`src/sv/lcdn_pkg.sv`:
```
// Shared types and constants for the 4-bit character LCD interface.
// Holds request codes, controller command bytes and the config/result structs.
// No dependencies.
`default_nettype none

package lcdn_pkg;

    localparam int unsigned CMD_W = 3;

    // Request codes on the cmd field.
    localparam logic [CMD_W-1:0] CMD_TICK      = 3'd0;
    localparam logic [CMD_W-1:0] CMD_WRITE_CMD = 3'd1;
    localparam logic [CMD_W-1:0] CMD_WRITE_DAT = 3'd2;
    localparam logic [CMD_W-1:0] CMD_INIT      = 3'd3;
    localparam logic [CMD_W-1:0] CMD_GOTO      = 3'd4;
    localparam logic [CMD_W-1:0] CMD_CLEAR     = 3'd5;

    // Configuration register indexes.
    localparam logic [1:0] CFG_ENABLE_HIGH = 2'd0;
    localparam logic [1:0] CFG_SETTLE      = 2'd1;
    localparam logic [1:0] CFG_EXTRA       = 2'd2;

    // Controller command bytes.
    localparam logic [7:0] LINE0_BASE    = 8'h80;
    localparam logic [7:0] LINE1_BASE    = 8'hC0;
    localparam logic [7:0] CLEAR_BYTE    = 8'h01;
    localparam logic [2:0] INIT_REMAIN   = 3'd6;

    // Reset values of the timing registers.
    localparam logic [7:0] ENABLE_HIGH_RST = 8'd1;
    localparam logic [7:0] SETTLE_RST      = 8'd5;
    localparam logic [7:0] EXTRA_RST       = 8'd5;

    typedef struct packed {
        logic [7:0] enable_high_ticks;
        logic [7:0] settle_ticks;
        logic [7:0] extra_ticks;
    } cfg_t;

    typedef struct packed {
        logic       accepted;
        logic       busy_res;
        logic       reg_select;
        logic       enable;
        logic [3:0] data_nibble;
    } res_t;

    // Init sequence: 0x33,0x32,0x28,0x01,0x06,0x0C,0x02
    function automatic logic [7:0] init_byte(input logic [2:0] idx);
        logic [7:0] b;
        case (idx)
            3'd0:    b = 8'h33;
            3'd1:    b = 8'h32;
            3'd2:    b = 8'h28;
            3'd3:    b = 8'h01;
            3'd4:    b = 8'h06;
            3'd5:    b = 8'h0C;
            3'd6:    b = 8'h02;
            default: b = 8'h00;
        endcase
        return b;
    endfunction

endpackage

`default_nettype wire

```
`src/sv/lcdn_cfg.sv`:
```
// Timing configuration registers of the LCD interface.
// Depends on lcdn_pkg (cfg_t, register indexes, reset values).
`default_nettype none

module lcdn_cfg (
    input  wire logic                clk,
    input  wire logic                rst_n,
    input  wire logic                wr_en,
    input  wire logic [1:0]          wr_index,
    input  wire logic [7:0]          wr_data,
    output lcdn_pkg::cfg_t           cfg
);

    lcdn_pkg::cfg_t cfg_reg;

    always_ff @(posedge clk or negedge rst_n)
    begin
        if (!rst_n)
        begin
            cfg_reg.enable_high_ticks <= lcdn_pkg::ENABLE_HIGH_RST;
            cfg_reg.settle_ticks      <= lcdn_pkg::SETTLE_RST;
            cfg_reg.extra_ticks       <= lcdn_pkg::EXTRA_RST;
        end
        else if (wr_en)
        begin
            case (wr_index)
                lcdn_pkg::CFG_ENABLE_HIGH: cfg_reg.enable_high_ticks <= wr_data;
                lcdn_pkg::CFG_SETTLE:      cfg_reg.settle_ticks      <= wr_data;
                lcdn_pkg::CFG_EXTRA:       cfg_reg.extra_ticks       <= wr_data;
                default:                   ;  // drop writes past the list
            endcase
        end
    end

    assign cfg = cfg_reg;

endmodule

`default_nettype wire

```
`src/sv/lcdn_seq.sv`:
```
// Transfer sequencer of the LCD interface: phase, counters and pin levels.
// Advances one tick per accepted beat; result is combinational for that tick.
// Depends on lcdn_pkg (codes, init table, cfg_t, res_t).
`default_nettype none

module lcdn_seq (
    input  wire logic                clk,
    input  wire logic                rst_n,
    input  wire logic                adv,
    input  wire logic [2:0]          cmd,
    input  wire logic [7:0]          value,
    input  wire logic                row,
    input  wire logic [5:0]          column,
    input  wire lcdn_pkg::cfg_t      cfg,
    output lcdn_pkg::res_t           res
);

    typedef enum logic [2:0] {
        PH_IDLE,
        PH_SETUP_HI,
        PH_EN_HI,
        PH_SETUP_LO,
        PH_EN_LO,
        PH_SETTLE,
        PH_EXTRA
    } phase_t;

    phase_t     phase_reg,  phase_next;
    logic [7:0] tick_reg,   tick_next;
    logic [7:0] byte_reg,   byte_next;
    logic       sel_reg,    sel_next;
    logic [2:0] init_reg,   init_next;
    logic       xpend_reg,  xpend_next;
    logic       pin_en_reg, pin_en_next;
    logic [3:0] pin_d_reg,  pin_d_next;

    logic       request;
    logic       accepted;
    logic [7:0] tick_inc;
    logic [7:0] en_lim;
    logic       fin_low;
    logic       fin_byte;
    logic [7:0] line_base;

    assign request   = (cmd inside {[lcdn_pkg::CMD_WRITE_CMD:lcdn_pkg::CMD_CLEAR]});
    assign tick_inc  = tick_reg + 8'd1;
    assign en_lim    = (cfg.enable_high_ticks == 8'd0) ? 8'd1 : cfg.enable_high_ticks;
    assign line_base = row ? lcdn_pkg::LINE1_BASE : lcdn_pkg::LINE0_BASE;

    always_comb
    begin
        phase_next  = phase_reg;
        tick_next   = tick_reg;
        byte_next   = byte_reg;
        sel_next    = sel_reg;
        init_next   = init_reg;
        xpend_next  = xpend_reg;
        pin_en_next = pin_en_reg;
        pin_d_next  = pin_d_reg;
        accepted    = 1'b0;
        fin_low     = 1'b0;
        fin_byte    = 1'b0;

        case (phase_reg)
            PH_IDLE:
            begin
                pin_en_next = 1'b0;
                if (request)
                begin
                    accepted   = 1'b1;
                    sel_next   = 1'b0;
                    init_next  = 3'd0;
                    xpend_next = 1'b0;
                    case (cmd)
                        lcdn_pkg::CMD_WRITE_CMD: byte_next = value;
                        lcdn_pkg::CMD_WRITE_DAT:
                        begin
                            byte_next = value;
                            sel_next  = 1'b1;
                        end
                        lcdn_pkg::CMD_INIT:
                        begin
                            byte_next  = lcdn_pkg::init_byte(3'd0);
                            init_next  = lcdn_pkg::INIT_REMAIN;
                            xpend_next = 1'b1;
                        end
                        lcdn_pkg::CMD_GOTO:
                        begin
                            byte_next  = line_base + {2'b00, column};
                            xpend_next = 1'b1;
                        end
                        default:
                        begin
                            byte_next  = lcdn_pkg::CLEAR_BYTE;
                            xpend_next = 1'b1;
                        end
                    endcase
                    pin_d_next = byte_next[7:4];
                    tick_next  = 8'd0;
                    phase_next = PH_EN_HI;
                end
            end
            PH_SETUP_HI:
            begin
                pin_en_next = 1'b0;
                pin_d_next  = byte_reg[7:4];
                tick_next   = 8'd0;
                phase_next  = PH_EN_HI;
            end
            PH_EN_HI:
            begin
                pin_d_next  = byte_reg[7:4];
                pin_en_next = 1'b1;
                tick_next   = tick_inc;
                if (tick_inc >= en_lim)
                begin
                    tick_next  = 8'd0;
                    phase_next = PH_SETUP_LO;
                end
            end
            PH_SETUP_LO:
            begin
                pin_en_next = 1'b0;
                pin_d_next  = byte_reg[3:0];
                tick_next   = 8'd0;
                phase_next  = PH_EN_LO;
            end
            PH_EN_LO:
            begin
                pin_d_next  = byte_reg[3:0];
                pin_en_next = 1'b1;
                tick_next   = tick_inc;
                if (tick_inc >= en_lim)
                begin
                    fin_low = 1'b1;
                end
            end
            PH_SETTLE:
            begin
                pin_en_next = 1'b0;
                tick_next   = tick_inc;
                if (tick_inc >= cfg.settle_ticks)
                begin
                    fin_byte = 1'b1;
                end
            end
            PH_EXTRA:
            begin
                pin_en_next = 1'b0;
                tick_next   = tick_inc;
                if (tick_inc >= cfg.extra_ticks)
                begin
                    tick_next  = 8'd0;
                    xpend_next = 1'b0;
                    phase_next = PH_IDLE;
                end
            end
            default:
            begin
                pin_en_next = 1'b0;
                tick_next   = 8'd0;
                phase_next  = PH_IDLE;
            end
        endcase

        // Low nibble done: settle, or go straight to the end-of-byte step.
        if (fin_low)
        begin
            tick_next = 8'd0;
            if (cfg.settle_ticks != 8'd0)
                phase_next = PH_SETTLE;
            else
                fin_byte = 1'b1;
        end

        // End of byte: next init byte, extra delay, or back to idle.
        if (fin_byte)
        begin
            tick_next = 8'd0;
            if (init_reg != 3'd0 && init_reg <= lcdn_pkg::INIT_REMAIN)
            begin
                byte_next  = lcdn_pkg::init_byte(3'(3'd7 - init_reg));
                init_next  = init_reg - 3'd1;
                phase_next = PH_SETUP_HI;
            end
            else
            begin
                init_next = 3'd0;
                if (xpend_reg && cfg.extra_ticks != 8'd0)
                    phase_next = PH_EXTRA;
                else
                begin
                    xpend_next = 1'b0;
                    phase_next = PH_IDLE;
                end
            end
        end
    end

    assign res.accepted    = accepted;
    assign res.busy_res    = (phase_reg != PH_IDLE) || accepted;
    assign res.reg_select  = sel_next;
    assign res.enable      = pin_en_next;
    assign res.data_nibble = pin_d_next;

    always_ff @(posedge clk or negedge rst_n)
    begin
        if (!rst_n)
        begin
            phase_reg  <= PH_IDLE;
            tick_reg   <= 8'd0;
            byte_reg   <= 8'd0;
            sel_reg    <= 1'b0;
            init_reg   <= 3'd0;
            xpend_reg  <= 1'b0;
            pin_en_reg <= 1'b0;
            pin_d_reg  <= 4'd0;
        end
        else if (adv)
        begin
            phase_reg  <= phase_next;
            tick_reg   <= tick_next;
            byte_reg   <= byte_next;
            sel_reg    <= sel_next;
            init_reg   <= init_next;
            xpend_reg  <= xpend_next;
            pin_en_reg <= pin_en_next;
            pin_d_reg  <= pin_d_next;
        end
    end

endmodule

`default_nettype wire

```
`src/sv/char_lcd_nibble_interface_unit.sv`:
```
// Top level of the 4-bit character LCD interface.
// Depends on lcdn_pkg, lcdn_cfg and lcdn_seq.
//
// Usage:
//   Each input beat (cmd, value, row, column) is one interface tick. cmd 0 is
//   a plain tick; codes 1..5 request write command, write data, init, goto
//   and clear. A request is taken only when the sequencer is idle; otherwise
//   it is refused (accepted 0, busy_res 1) and the running transfer goes on.
//   Every input beat yields exactly one result beat carrying accepted,
//   busy_res and the RS, E and D7..D4 pin levels for that tick.
//   The result beat is registered: it is ready in the cycle after its input
//   beat is taken. Throughput: one beat per cycle unless a result is stalled;
//   the sequencer step is a single pass of logic from state to result register.
//   Output stall: the result register holds its beat; in_stall rises only
//   while a result is held and out_stall is high, so a new beat is taken in
//   the same cycle the held one leaves.
//   Config port: cfg_ready is always high; index 0 enable-high ticks,
//   1 settle ticks, 2 extra ticks; other indexes are ignored. Write only
//   while idle.
//   Reset: sequencer idle, pins low, no result pending, timing registers at
//   enable 1, settle 5, extra 5.
`default_nettype none

module char_lcd_nibble_interface_unit (
    input  wire logic        clk,
    input  wire logic        rst_n,
    // configuration write channel
    input  wire logic        cfg_valid,
    output      logic        cfg_ready,
    input  wire logic [1:0]  cfg_index,
    input  wire logic [7:0]  cfg_data,
    // request channel
    input  wire logic        in_valid,
    output      logic        in_stall,
    input  wire logic [2:0]  cmd,
    input  wire logic [7:0]  value,
    input  wire logic        row,
    input  wire logic [5:0]  column,
    // result channel
    output      logic        out_valid,
    input  wire logic        out_stall,
    output      logic        accepted,
    output      logic        busy_res,
    output      logic        reg_select,
    output      logic        enable,
    output      logic [3:0]  data_nibble
);

    lcdn_pkg::cfg_t cfg;
    lcdn_pkg::res_t step_res;
    lcdn_pkg::res_t res_reg;
    logic           out_valid_reg, out_valid_next;
    logic           in_take;

    // Config writes are always taken.
    assign cfg_ready = 1'b1;

    lcdn_cfg u_cfg (
        .clk      (clk),
        .rst_n    (rst_n),
        .wr_en    (cfg_valid),
        .wr_index (cfg_index),
        .wr_data  (cfg_data),
        .cfg      (cfg)
    );

    // Hold input only while a result sits in the register and is stalled.
    assign in_stall = out_valid_reg & out_stall;
    assign in_take  = in_valid & ~in_stall;

    lcdn_seq u_seq (
        .clk    (clk),
        .rst_n  (rst_n),
        .adv    (in_take),
        .cmd    (cmd),
        .value  (value),
        .row    (row),
        .column (column),
        .cfg    (cfg),
        .res    (step_res)
    );

    // Result register: load on a taken beat, drop once delivered.
    always_comb
    begin
        if (in_take)
            out_valid_next = 1'b1;
        else if (out_stall)
            out_valid_next = out_valid_reg;
        else
            out_valid_next = 1'b0;
    end

    always_ff @(posedge clk or negedge rst_n)
    begin
        if (!rst_n)
            out_valid_reg <= 1'b0;
        else
            out_valid_reg <= out_valid_next;
    end

    always_ff @(posedge clk)
    begin
        if (in_take)
            res_reg <= step_res;
    end

    assign out_valid   = out_valid_reg;
    assign accepted    = res_reg.accepted;
    assign busy_res    = res_reg.busy_res;
    assign reg_select  = res_reg.reg_select;
    assign enable      = res_reg.enable;
    assign data_nibble = res_reg.data_nibble;

endmodule

`default_nettype wire

```
`config.mk`:
```
export PLATFORM = sky130hd
export DESIGN_NAME = char_lcd_nibble_interface_unit
export DESIGN_NICKNAME = d
export VERILOG_FILES = /design/src/sv/lcdn_pkg.sv /design/src/sv/lcdn_cfg.sv /design/src/sv/lcdn_seq.sv /design/src/sv/char_lcd_nibble_interface_unit.sv
export SDC_FILE = /design/constraint.sdc
export NUM_CORES = 1
export LEC_CHECK = 0
export ABC_AREA = 1
export BUFFER_PORTS_ARGS = -buffer_cell sky130_fd_sc_hd__buf_2
export CAP_MARGIN = 20
export CORE_MARGIN = 8
export CORE_UTILIZATION = 50
export DETAILED_ROUTE_END_ITERATION = 8
export GPL_TIMING_DRIVEN = 0
export HOLD_SLACK_MARGIN = 0.06
export PLACE_DENSITY = 0.67
export SETUP_SLACK_MARGIN = 0.2
export SLEW_MARGIN = 15
export SYNTH_ARGS = -nofsm -noshare
export SYNTH_HDL_FRONTEND = slang
export SYNTH_HIERARCHICAL = 1
export SYNTH_SLANG_ARGS = --single-unit
```
`constraint.sdc`:
```
create_clock -name clk -period 3.4 [get_ports clk]
set_input_delay 0.68 -clock clk [delete_from_list [all_inputs] [get_ports clk]]
set_output_delay 0.68 -clock clk [all_outputs]
set_load 0.05 [all_outputs]
```
==> results of run 1 <==
[worst max-delay path by stage]
stage / from / end / slack (ns)
CTS: u_seq/tick_reg[0] / u_seq/phase_reg[0] / 0.57
floorplan: u_seq/tick_reg[0] / u_seq/init_reg[1] / 1.15
detailed placement: u_seq/tick_reg[0] / u_seq/phase_reg[0] / 0.59
finish: u_seq/tick_reg[0] / u_seq/phase_reg[0] / 0.63
global route: u_seq/tick_reg[0] / u_seq/init_reg[2] / 0.28
global placement: u_seq/tick_reg[0] / u_seq/phase_reg[0] / 0.69
[cell families after synthesis]
kind of cell    synth area share
buf+inv                    0.119
fa+ha+maj                 0.0805
simple gates               0.327
other cells             0.000894
compound gates            0.0865
flops                      0.375
xor+xnor                  0.0104
[layer usage]
metal | GRT usage | share of wire | wire, um | vias to the layer above
li1 | - | - | - | 1933
met1 | 0.243 | 0.51 | 4920 | 1696
met2 | 0.271 | 0.44 | 4250 | 71
met3 | 0.0305 | 0.043 | 421 | 8
met4 | 0.0614 | 0.012 | 112 | 0
met5 | 0 | 0 | 0 | -
[critical path, cell delays in order (launching register included)]
cell and delay (ns):
sky130_fd_sc_hd__dfrtp_1 0.48, sky130_fd_sc_hd__ha_1 0.30, sky130_fd_sc_hd__xor2_1 0.50, sky130_fd_sc_hd__ha_1 0.33, sky130_fd_sc_hd__nand2_1 0.06, sky130_fd_sc_hd__nand2_1 0.05, sky130_fd_sc_hd__nand2_1 0.05, sky130_fd_sc_hd__nand2_1 0.04
sky130_fd_sc_hd__nand2_1 0.05, sky130_fd_sc_hd__nand2_1 0.07, sky130_fd_sc_hd__nand2_1 0.09, sky130_fd_sc_hd__nand2_2 0.08, sky130_fd_sc_hd__nand3_2 0.09, sky130_fd_sc_hd__nand2_2 0.07, sky130_fd_sc_hd__nand2_1 0.21, sky130_fd_sc_hd__nand2_1 0.08
sky130_fd_sc_hd__nand2_1 0.06, sky130_fd_sc_hd__nand2_1 0.05
[placed cells by master, fill, tap and decap left out, types with 2 or more instances in the layout]
master,n
sky130_fd_sc_hd__nand2_1,208
sky130_fd_sc_hd__inv_1,91
sky130_fd_sc_hd__dfrtp_1,48
sky130_fd_sc_hd__buf_2,41
sky130_fd_sc_hd__o21ai_0,35
sky130_fd_sc_hd__nand3_1,32
sky130_fd_sc_hd__ha_1,27
sky130_fd_sc_hd__nor2_1,25
sky130_fd_sc_hd__nand4_1,21
sky130_fd_sc_hd__a21oi_1,11
sky130_fd_sc_hd__clkbuf_8,11
sky130_fd_sc_hd__buf_4,8
sky130_fd_sc_hd__edfxtp_1,8
sky130_fd_sc_hd__buf_6,7
sky130_fd_sc_hd__nand2_2,6
sky130_fd_sc_hd__dfstp_2,5
sky130_fd_sc_hd__o21ai_1,5
sky130_fd_sc_hd__clkbuf_1,4
sky130_fd_sc_hd__xor2_1,4
sky130_fd_sc_hd__nand3_4,3
sky130_fd_sc_hd__o22ai_1,3
sky130_fd_sc_hd__nand3_2,3
sky130_fd_sc_hd__clkinv_2,2
sky130_fd_sc_hd__nand2_4,2
sky130_fd_sc_hd__inv_2,2
sky130_fd_sc_hd__o211ai_1,2
sky130_fd_sc_hd__nor4_1,2
sky130_fd_sc_hd__or2_2,2
[power groups by stage]
stage / combinational, mW / clock, mW / sequential (mW)
after floorplan: 0.971 / 0 / 1.12
after global placement: 1.31 / 0 / 1.08
after detailed placement: 1.35 / 0 / 1.08
after CTS: 1.35 / 0.677 / 1.07
after global routing: 1.58 / 0.705 / 1.10
final: 1.35 / 0.663 / 1.07
[area by class of cell]
class | count | share of cell area
clock inverters | 4 | 0.0100
plain buffers | 19 | 0.0320
well taps | 105 | 0.0277
inverters | 93 | 0.0737
multi-input cells | 405 | 0.448
clock buffers | 12 | 0.0328
repair buffers | 41 | 0.0439
flip-flops and latches | 61 | 0.332
[metrics by stage]
stage | instance area, um2 | setup slack, ns
after floorplan | 4190 | 1.15
after global placement | 4530 | 0.686
after detailed placement | 4530 | 0.585
after CTS | 4740 | 0.570
after global routing | 4740 | 0.285
final | 4740 | 0.628
==> impl_results.md, run 1 <==
* Dominant synthesized flop cell: sky130_fd_sc_hd__dfrtp_1
* Finished Core Util at 0.579
* Async set-or-reset flop fraction in the synthesized netlist at 0.869
* Period utilization at 0.815
* Detail Route Antenna Nets at 0
* Setup TNS at 0 ns
* Number of resized instances in the post-cts repair step at 0
* Share of total power in sequential cells at 0.347
* Vias at 3708
* Top area cells in the synthesized netlist: sky130_fd_sc_hd__dfrtp_1 29%, sky130_fd_sc_hd__nand2_1 19%, sky130_fd_sc_hd__inv_1 8.1%, sky130_fd_sc_hd__ha_1 8.1%, sky130_fd_sc_hd__edfxtp_1 5.7%
* I/O pin count at 44
* Yosys synthesis warning count at 6
* Most common cell in the synthesized netlist: sky130_fd_sc_hd__nand2_1
* Number of setup buffers added after CTS at 0
* CP arrival at 3.01 ns
* CTS Sinks at 61
* Count of standard-cell rows at 33
* Maximum operating frequency at 361 MHz
* CP Capture Type: flip-flop
* Most used standard cells in the synthesized netlist: 208 x sky130_fd_sc_hd__nand2_1, 91 x sky130_fd_sc_hd__inv_1, 48 x sky130_fd_sc_hd__dfrtp_1
* Reg-to-reg startpoint: u_seq/tick_reg[0]
* DRT Wirelength at 9700 um
* Clock insertion delay at the later pin of the skew report at 0.34 ns
* N_diodes at 0
* Combinational group share of total power at 0.438
* Switching power at 1.28 mW
* CTS H-Tree Depth at 3
* Multi-input combinational cell area at 2120 um2
* Internal Pwr Total at 1.81 mW
* Root buffer cell: sky130_fd_sc_hd__clkbuf_8
* Post-layout min period at 2.77 ns
* WS Path Type: flip-flop to flip-flop
* CTS buffer count at 9
* Cell count of the worst reg-to-reg path at 17
* Per-instance average area after synthesis at 7.26 um2
* CTS max path bufs at 2
* Largest net degree at the start of global routing at 54
* Cell total after placement at 724
* Vias in the first global route at 3588
* Core ar. at 8180 um2
* Worst-path clk slew at 0.07 ns
* First-pass GRT wire length at 16600 um
* Number of max-capacitance violations reported at 0
* Switching power as a share of total power at 0.415
* Number of DRC violations after detailed-routing iteration 0 at 161
* Clock tree from TritonCTS: built
* Nets at 690
* Initial Util at 0.513
* Final number of max-transition violations at 0
* Clock share of power at 0.215
* DRC violation count after routing at 0
* Initial antenna violation count at 0
* Final number of hold-violating endpoints at 0
* Worst setup skew after layout at 0.00773 ns
* Actual slew at the worst max-slew pin at 0.850 ns
* Sequential fraction of the synthesis area at 0.375
* Buffers on Ports at 41
* Kind of launch point of the worst setup path: flip-flop
* Number of synthesized flops with an enable pin at 8
* Static leakage at 2.61 nW
* Unrepaired setup endpoints after global routing: false
* First-pass iteration count of the detailed router at 5
* Total of fill cells in the finished design at 812
* Max reg flops at 24
* Drt via density at 5.01
* P per Cell Area at 652 nW/um2
* Layout cells sized above 1 at 0.154
* Cell accounting for the most synthesized area: sky130_fd_sc_hd__dfrtp_1
* Net count of the mapped netlist at 638
* Signed area change from the synthesized netlist to the final layout at 12.9%
* Global routing usage summed across all routing layers at 0.176
* Yosys cell types at 41
* Number of endpoints failing setup at the final stage at 0
* Post-layout total power at 3.09 mW
* FF+latch area at 1570 um2
* Result of the run: completed
* Number of flip-flops and latches in the synthesized netlist at 61
* Placer's final routability congestion estimate at 0.886
* Floorplan die height at 108 um
* Worst hold slack at 0.375 ns
* Proportion of netlist area held by the largest area contributor at 0.286
* Maximum vdd ir drop at 0.277 mV
* Overall overflow remaining after global route at 0
* Area of the mapped netlist at 4190 um2
* Quantity of hold-fixing buffers added after cts at 0
* Final standard cell count with taps included and fillers excluded at 740
* Headroom to the max-slew limit at 0.433
* Routed length per placed instance at 13.1 um
* Post-synthesis cell count at 578
* Die Footprint at 11600 um2
* Final HPWL DP at 7440 um
* Path type of the worst min-delay path: input port to asynchronous set/reset pin
* CP max FO at 6
* Crit Reg-Reg Endpoint: u_seq/phase_reg[0]
* Flop2flop setup slack at 0.63 ns
* Required time reported for the critical path endpoint at 3.64 ns
* Horizontal die dimension at 108 um
Power figures use the tool's default switching activity.
==> run 2: changes to the inputs <==
PLACE_DENSITY = 0.7   (was 0.67)
clock period = 2.4 ns   (was 3.4 ns; I/O delays follow)
==> impl_results.md, run 2 (same netlist as run 1, synthesis figures left out) <==
* Result of the run: complete, but fails checks
* Failing checks: setup timing
* Clock tree from TritonCTS: built
* Buffers on Ports at 41
* Nets at 711
* Critical path launch point: u_seq/tick_reg[0]
* CTS max path bufs at 2
* Layout cells sized above 1 at 0.255
* Quantity of hold-fixing buffers added after cts at 0
* Static leakage at 2.78 nW
* Required time reported for the critical path endpoint at 2.63 ns
* Vias in the first global route at 3822
* P per Cell Area at 926 nW/um2
* Global routing usage summed across all routing layers at 0.191
* Setup TNS at -0.670 ns
* Horizontal die dimension at 108 um
* Kind of launch point of the worst setup path: flip-flop
* First-pass GRT wire length at 17700 um
* CP peak stage delay at 0.39 ns
* Post-layout total power at 4.83 mW
* Worst setup skew after layout at 0.0101 ns
* Number of endpoints failing setup at the final stage at 23
* Path type of the worst min-delay path: input port to asynchronous set/reset pin
* Final standard cell count with taps included and fillers excluded at 761
* Final number of hold-violating endpoints at 0
* Share of total power in sequential cells at 0.312
* Internal Pwr Total at 2.81 mW
* Worst path top cell family by delay: simple AND/OR/NAND/NOR gates
* Most common cell on crit path: sky130_fd_sc_hd__nand2_4
* First-pass iteration count of the detailed router at 5
* Multi-input combinational cell area at 2410 um2
* Overall overflow remaining after global route at 0
* Root buffer cell: sky130_fd_sc_hd__clkbuf_8
* CTS H-Tree Depth at 3
* Max reg flops at 24
* Combined buffer and inverter count along the critical path at 2
* Placer's final routability congestion estimate at 0.846
* Post-placement worst setup slack at -0.351 ns
* Headroom to the max-slew limit at 0.553
* Instance count on the critical path at 15
* CP arrival at 2.69 ns
* Floorplan die height at 108 um
* Number of max-capacitance violations reported at 0
* Initial Util at 0.513
* Switching power at 2.02 mW
* Signed area change from the synthesized netlist to the final layout at 24.3%
* Post-layout min period at 2.46 ns
* CP max FO at 5
* Finished Core Util at 0.638
* CP Capture Type: flip-flop
* Combinational group share of total power at 0.488
* Count of standard-cell rows at 33
* Vias at 3959
* Initial antenna violation count at 0
* Die Footprint at 11600 um2
* Commonest non-fill, non-tap cell in the layout: sky130_fd_sc_hd__nand2_1
* Switching power as a share of total power at 0.417
* Final number of max-transition violations at 0
* Reg-to-reg startpoint: u_seq/tick_reg[0]
* Largest net degree at the start of global routing at 54
* Routed length per placed instance at 13.9 um
* DRT Wirelength at 10500 um
* Core ar. at 8180 um2
* Total of fill cells in the finished design at 712
* N_diodes at 0
* Maximum operating frequency at 406 MHz
* Commonest cells after routing, fill and taps aside: 192 x sky130_fd_sc_hd__nand2_1, 88 x sky130_fd_sc_hd__inv_1, 44 x sky130_fd_sc_hd__dfrtp_1
* Number of DRC violations after detailed-routing iteration 0 at 228
* FF+latch area at 1580 um2
* DRC violation count after routing at 0
* Slowest CP cell: sky130_fd_sc_hd__dfrtp_2
* Clock insertion delay at the later pin of the skew report at 0.35 ns
* Period utilization at 1.03
* CTS buffer count at 9
* Cell count of the worst reg-to-reg path at 15
* Maximum vdd ir drop at 0.483 mV
* CTS Sinks at 61
* Clock share of power at 0.200
* Detail Route Antenna Nets at 0
* Worst-path clk slew at 0.07 ns
* I/O pin count at 44
* Final HPWL DP at 7480 um
* Actual slew at the worst max-slew pin at 0.671 ns
* WS Path Type: flip-flop to flip-flop
* Critical-path cell list: nand3_2, nor2_4, nand3_2, xor2_2, inv_1, ha_1, a21oi_2, nand2_4, nand3_4, nand2_4, buf_6, nand2_4, nand2_2, nand2_1, nand2_1
* Unrepaired setup endpoints after global routing: true
* Cell total after placement at 724
* Drt via density at 5.20
* Slack of the critical path at -0.0631 ns
## run 2: metal layers
metal | track usage | wire (um) | vias to the layer above
met1 | 0.251 | 4820 | 1847
met4 | 0.0912 | 205 | 0
met5 | 0 | 0 | -
li1 | - | - | 1977
met2 | 0.295 | 4920 | 114
met3 | 0.0365 | 596 | 21
## run 2: area by class of cell
type / instances / share of cell area
Inverter: 93 / 0.0670
Buffer: 19 / 0.0298
Tap cell: 105 / 0.0252
Multi-Input combinational cell: 405 / 0.462
Timing Repair Buffer: 62 / 0.0725
Clock buffer: 13 / 0.0324
Sequential cell: 61 / 0.303
Clock inverter: 3 / 0.00840
## run 2: worst paths after layout
| path | to | slack [ns] |
|---|---|---|
| hold reg to reg | u_cfg/cfg[10] | 0.47 |
| setup reg to reg | u_seq/phase_reg[2] | -0.06 |
| min in group clk | out_valid | 0.35 |
| max in group asynchronous | u_seq/tick_reg[4] | 1.75 |
| setup / recovery | u_seq/phase_reg[2] | -0.06 |
| hold / removal | u_cfg/cfg[17] | 0.17 |
## run 2: repair_timing
| action | in CTS | in global routing |
|---|---|---|
| setup endpoints to repair | 23 | 26 |
| gates resized for setup | 57 | 14 |
| gates cloned | 2 | 0 |
| pin swaps | 15 | 10 |
| buffers inserted | 16 | 3 |
## run 2: worst register-to-register path: stages (launching register included)
cell	delay (ns)
sky130_fd_sc_hd__dfrtp_2	0.39
sky130_fd_sc_hd__nand3_2	0.11
sky130_fd_sc_hd__nor2_4	0.17
sky130_fd_sc_hd__nand3_2	0.11
sky130_fd_sc_hd__xor2_2	0.20
sky130_fd_sc_hd__inv_1	0.12
sky130_fd_sc_hd__ha_1	0.34
sky130_fd_sc_hd__a21oi_2	0.28
sky130_fd_sc_hd__nand2_4	0.10
sky130_fd_sc_hd__nand3_4	0.10
sky130_fd_sc_hd__nand2_4	0.08
sky130_fd_sc_hd__buf_6	0.14
sky130_fd_sc_hd__nand2_4	0.07
sky130_fd_sc_hd__nand2_2	0.05
sky130_fd_sc_hd__nand2_1	0.05
sky130_fd_sc_hd__nand2_1	0.05
## run 2: through the flow
step	cell area [um2]	hold slack (ns)
after floorplan	4210	0.184
after global placement	4540	0.451
after detailed placement	4550	0.459
after CTS	5130	0.188
after global routing	5210	0.227
final	5210	0.171
## run 2: power by group through the flow
stage / logic, mW / clock network (mW) / registers, mW
2_1_floorplan: 1.38 / 0 / 1.60
3_3_place_gp: 1.86 / 0 / 1.53
3_5_place_dp: 1.91 / 0 / 1.54
4_1_cts: 2.28 / 1.00 / 1.50
5_1_grt: 2.66 / 1.04 / 1.53
6_report: 2.36 / 0.968 / 1.51
==> run 3: changes to the inputs <==
RECOVER_POWER = 100   (was default)
TNS_END_PERCENT = 50   (was default)
==> impl_results.md, run 3 (same netlist as run 1, synthesis figures left out) <==
* Max reg flops at 24
* Signed area change from the synthesized netlist to the final layout at 20.1%
* Initial Util at 0.513
* Unrepaired setup endpoints after global routing: true
* Count of standard-cell rows at 33
* Maximum vdd ir drop at 0.479 mV
* Required time reported for the critical path endpoint at 2.63 ns
* CTS H-Tree Depth at 3
* Clock tree from TritonCTS: built
* Result of the run: complete, but fails checks
* CTS max path bufs at 2
* First-pass iteration count of the detailed router at 5
* Final number of hold-violating endpoints at 0
* Number of DRC violations after detailed-routing iteration 0 at 192
* Switching power as a share of total power at 0.421
* Number of stages on the worst hold path at 3
* Share of total power in sequential cells at 0.322
* Headroom to the max-slew limit at 0.116
* Number of max-capacitance violations reported at 0
* Buffers on Ports at 41
* CTS buffer count at 9
* Floorplan die height at 108 um
* Switching power at 1.99 mW
* Layout cells sized above 1 at 0.208
* Vias in the first global route at 3637
* CP Capture Type: flip-flop
* Final number of max-transition violations at 0
* DRT Wirelength at 10500 um
* Initial antenna violation count at 0
* Routed length per placed instance at 13.9 um
* CP max FO at 5
* Core ar. at 8180 um2
* Clock insertion delay at the later pin of the skew report at 0.35 ns
* Worst setup skew after layout at 0.00896 ns
* Combinational group share of total power at 0.472
* Placer's final routability congestion estimate at 0.846
* Maximum operating frequency at 408 MHz
* First-pass GRT wire length at 17100 um
* Static leakage at 2.72 nW
* Vias at 3931
* Clock share of power at 0.205
* Period utilization at 1.02
* I/O pin count at 44
* P per Cell Area at 940 nW/um2
* Drt via density at 5.21
* Global routing usage summed across all routing layers at 0.184
* Failing checks: setup timing
* Post-layout min period at 2.45 ns
* Worst-path clk slew at 0.07 ns
* Final HPWL DP at 7480 um
* Setup TNS at -0.136 ns
* DRC violation count after routing at 0
* Final standard cell count with taps included and fillers excluded at 754
* Commonest cells after routing, fill and taps aside: 195 x sky130_fd_sc_hd__nand2_1, 89 x sky130_fd_sc_hd__inv_1, 44 x sky130_fd_sc_hd__dfrtp_1
* Crit Reg-Reg Endpoint: u_seq/phase_reg[2]
* Die Footprint at 11600 um2
* CP arrival at 2.68 ns
* Post-layout total power at 4.74 mW
* Cell count of the worst reg-to-reg path at 15
* Number of endpoints failing setup at the final stage at 3
* Critical path launch point: u_seq/tick_reg[0]
* Largest net degree at the start of global routing at 54
* Cell total after placement at 724
* Root buffer cell: sky130_fd_sc_hd__clkbuf_8
* Actual slew at the worst max-slew pin at 1.33 ns
* Kind of launch point of the worst setup path: flip-flop
* Internal Pwr Total at 2.74 mW
* N_diodes at 0
* Reg-to-reg startpoint: u_seq/tick_reg[0]
* WS Path Type: flip-flop to flip-flop
* CTS Sinks at 61
* Commonest non-fill, non-tap cell in the layout: sky130_fd_sc_hd__nand2_1
* Flop2flop setup slack at -0.05 ns
* Path type of the worst min-delay path: input port to flip-flop
* Overall overflow remaining after global route at 0
* Nets at 704
* Horizontal die dimension at 108 um
* Slack of the critical path at -0.0522 ns
* Detail Route Antenna Nets at 0
* Endpoint of the most critical setup path: u_seq/phase_reg[2]
## run 3: changes by cell type in the layout (fill, tap and decap cells not counted), moves of 2 or more
cell,delta
sky130_fd_sc_hd__a21oi_2,-2
sky130_fd_sc_hd__xor2_4,-2
sky130_fd_sc_hd__a21oi_1,+2
sky130_fd_sc_hd__buf_4,-7
sky130_fd_sc_hd__o21ai_0,-2
sky130_fd_sc_hd__nand3_4,-3
sky130_fd_sc_hd__nand2_2,-4
sky130_fd_sc_hd__nand2_1,+3
sky130_fd_sc_hd__nand3_1,+4
sky130_fd_sc_hd__buf_2,-12
sky130_fd_sc_hd__buf_6,-5
sky130_fd_sc_hd__clkbuf_1,+14
## run 3: critical path, cell delays in order (launching register included)
cell,delay [ns]
sky130_fd_sc_hd__dfrtp_2,0.43
sky130_fd_sc_hd__nand3_4,0.10
sky130_fd_sc_hd__nor2_4,0.12
sky130_fd_sc_hd__nand3_1,0.11
sky130_fd_sc_hd__xor2_1,0.18
sky130_fd_sc_hd__inv_1,0.12
sky130_fd_sc_hd__ha_1,0.33
sky130_fd_sc_hd__a21oi_2,0.28
sky130_fd_sc_hd__nand2_4,0.10
sky130_fd_sc_hd__nand3_4,0.10
sky130_fd_sc_hd__nand2_4,0.08
sky130_fd_sc_hd__buf_6,0.15
sky130_fd_sc_hd__nand2_4,0.06
sky130_fd_sc_hd__nand2_2,0.05
sky130_fd_sc_hd__nand2_1,0.06
sky130_fd_sc_hd__nand2_1,0.06
## run 3: layer usage
| layer | share of wire | vias to the layer above | GRT usage |
|---|---|---|---|
| li1 | - | 1960 | - |
| met1 | 0.46 | 1847 | 0.248 |
| met2 | 0.46 | 109 | 0.282 |
| met3 | 0.057 | 15 | 0.0329 |
| met4 | 0.016 | 0 | 0.0783 |
| met5 | 0 | - | 0 |
## run 3: timing repair
item,CTS,global route
buffers inserted,6,5
hold endpoints to repair,0,0
gates cloned,2,1
setup endpoints to repair,23,26
gates resized for setup,36,29
hold buffers,0,0
pin swaps,11,9
## run 3: cell type report
cell class / count / area (um2)
Fill cell: 730 / 3140
Multi-Input combinational cell: 405 / 2300
Sequential cell: 61 / 1580
Inverter: 93 / 349
Timing Repair Buffer: 55 / 318
Clock buffer: 13 / 169
Buffer: 19 / 148
Tap cell: 105 / 131
Clock inverter: 3 / 43.8
## run 3: worst min path at each step
| stage | from | to | slack (ns) |
|---|---|---|---|
| after CTS | rst_n | u_seq/init_reg[1] | 0.19 |
| after global routing | in_valid | out_valid | 0.35 |
| after detailed placement | u_cfg/cfg[10] | u_cfg/cfg[10] | 0.46 |
| final | in_valid | out_valid | 0.33 |
| after floorplan | rst_n | out_valid | 0.18 |
| after global placement | u_cfg/cfg[10] | u_cfg/cfg[10] | 0.45 |
## run 3: metrics by stage
stage	hold WS (ns)	util	instance area, um2	worst slack (ns)
after floorplan	0.184	-	4210	0.206
after global placement	0.451	0.556	4540	-0.345
after detailed placement	0.459	0.556	4550	-0.351
after CTS	0.188	0.604	4930	-0.0260
after global routing	0.355	0.616	5040	-0.249
final	0.335	0.616	5040	-0.0522
## run 3: power groups by stage
stage                     combinational, mW  sequential (mW)  clock (mW)
after floorplan                        1.38             1.60           0
after global placement                 1.86             1.53           0
after detailed placement               1.91             1.54           0
after CTS                              2.10             1.51        1.00
after global routing                   2.54             1.55        1.04
final                                  2.24             1.53       0.973
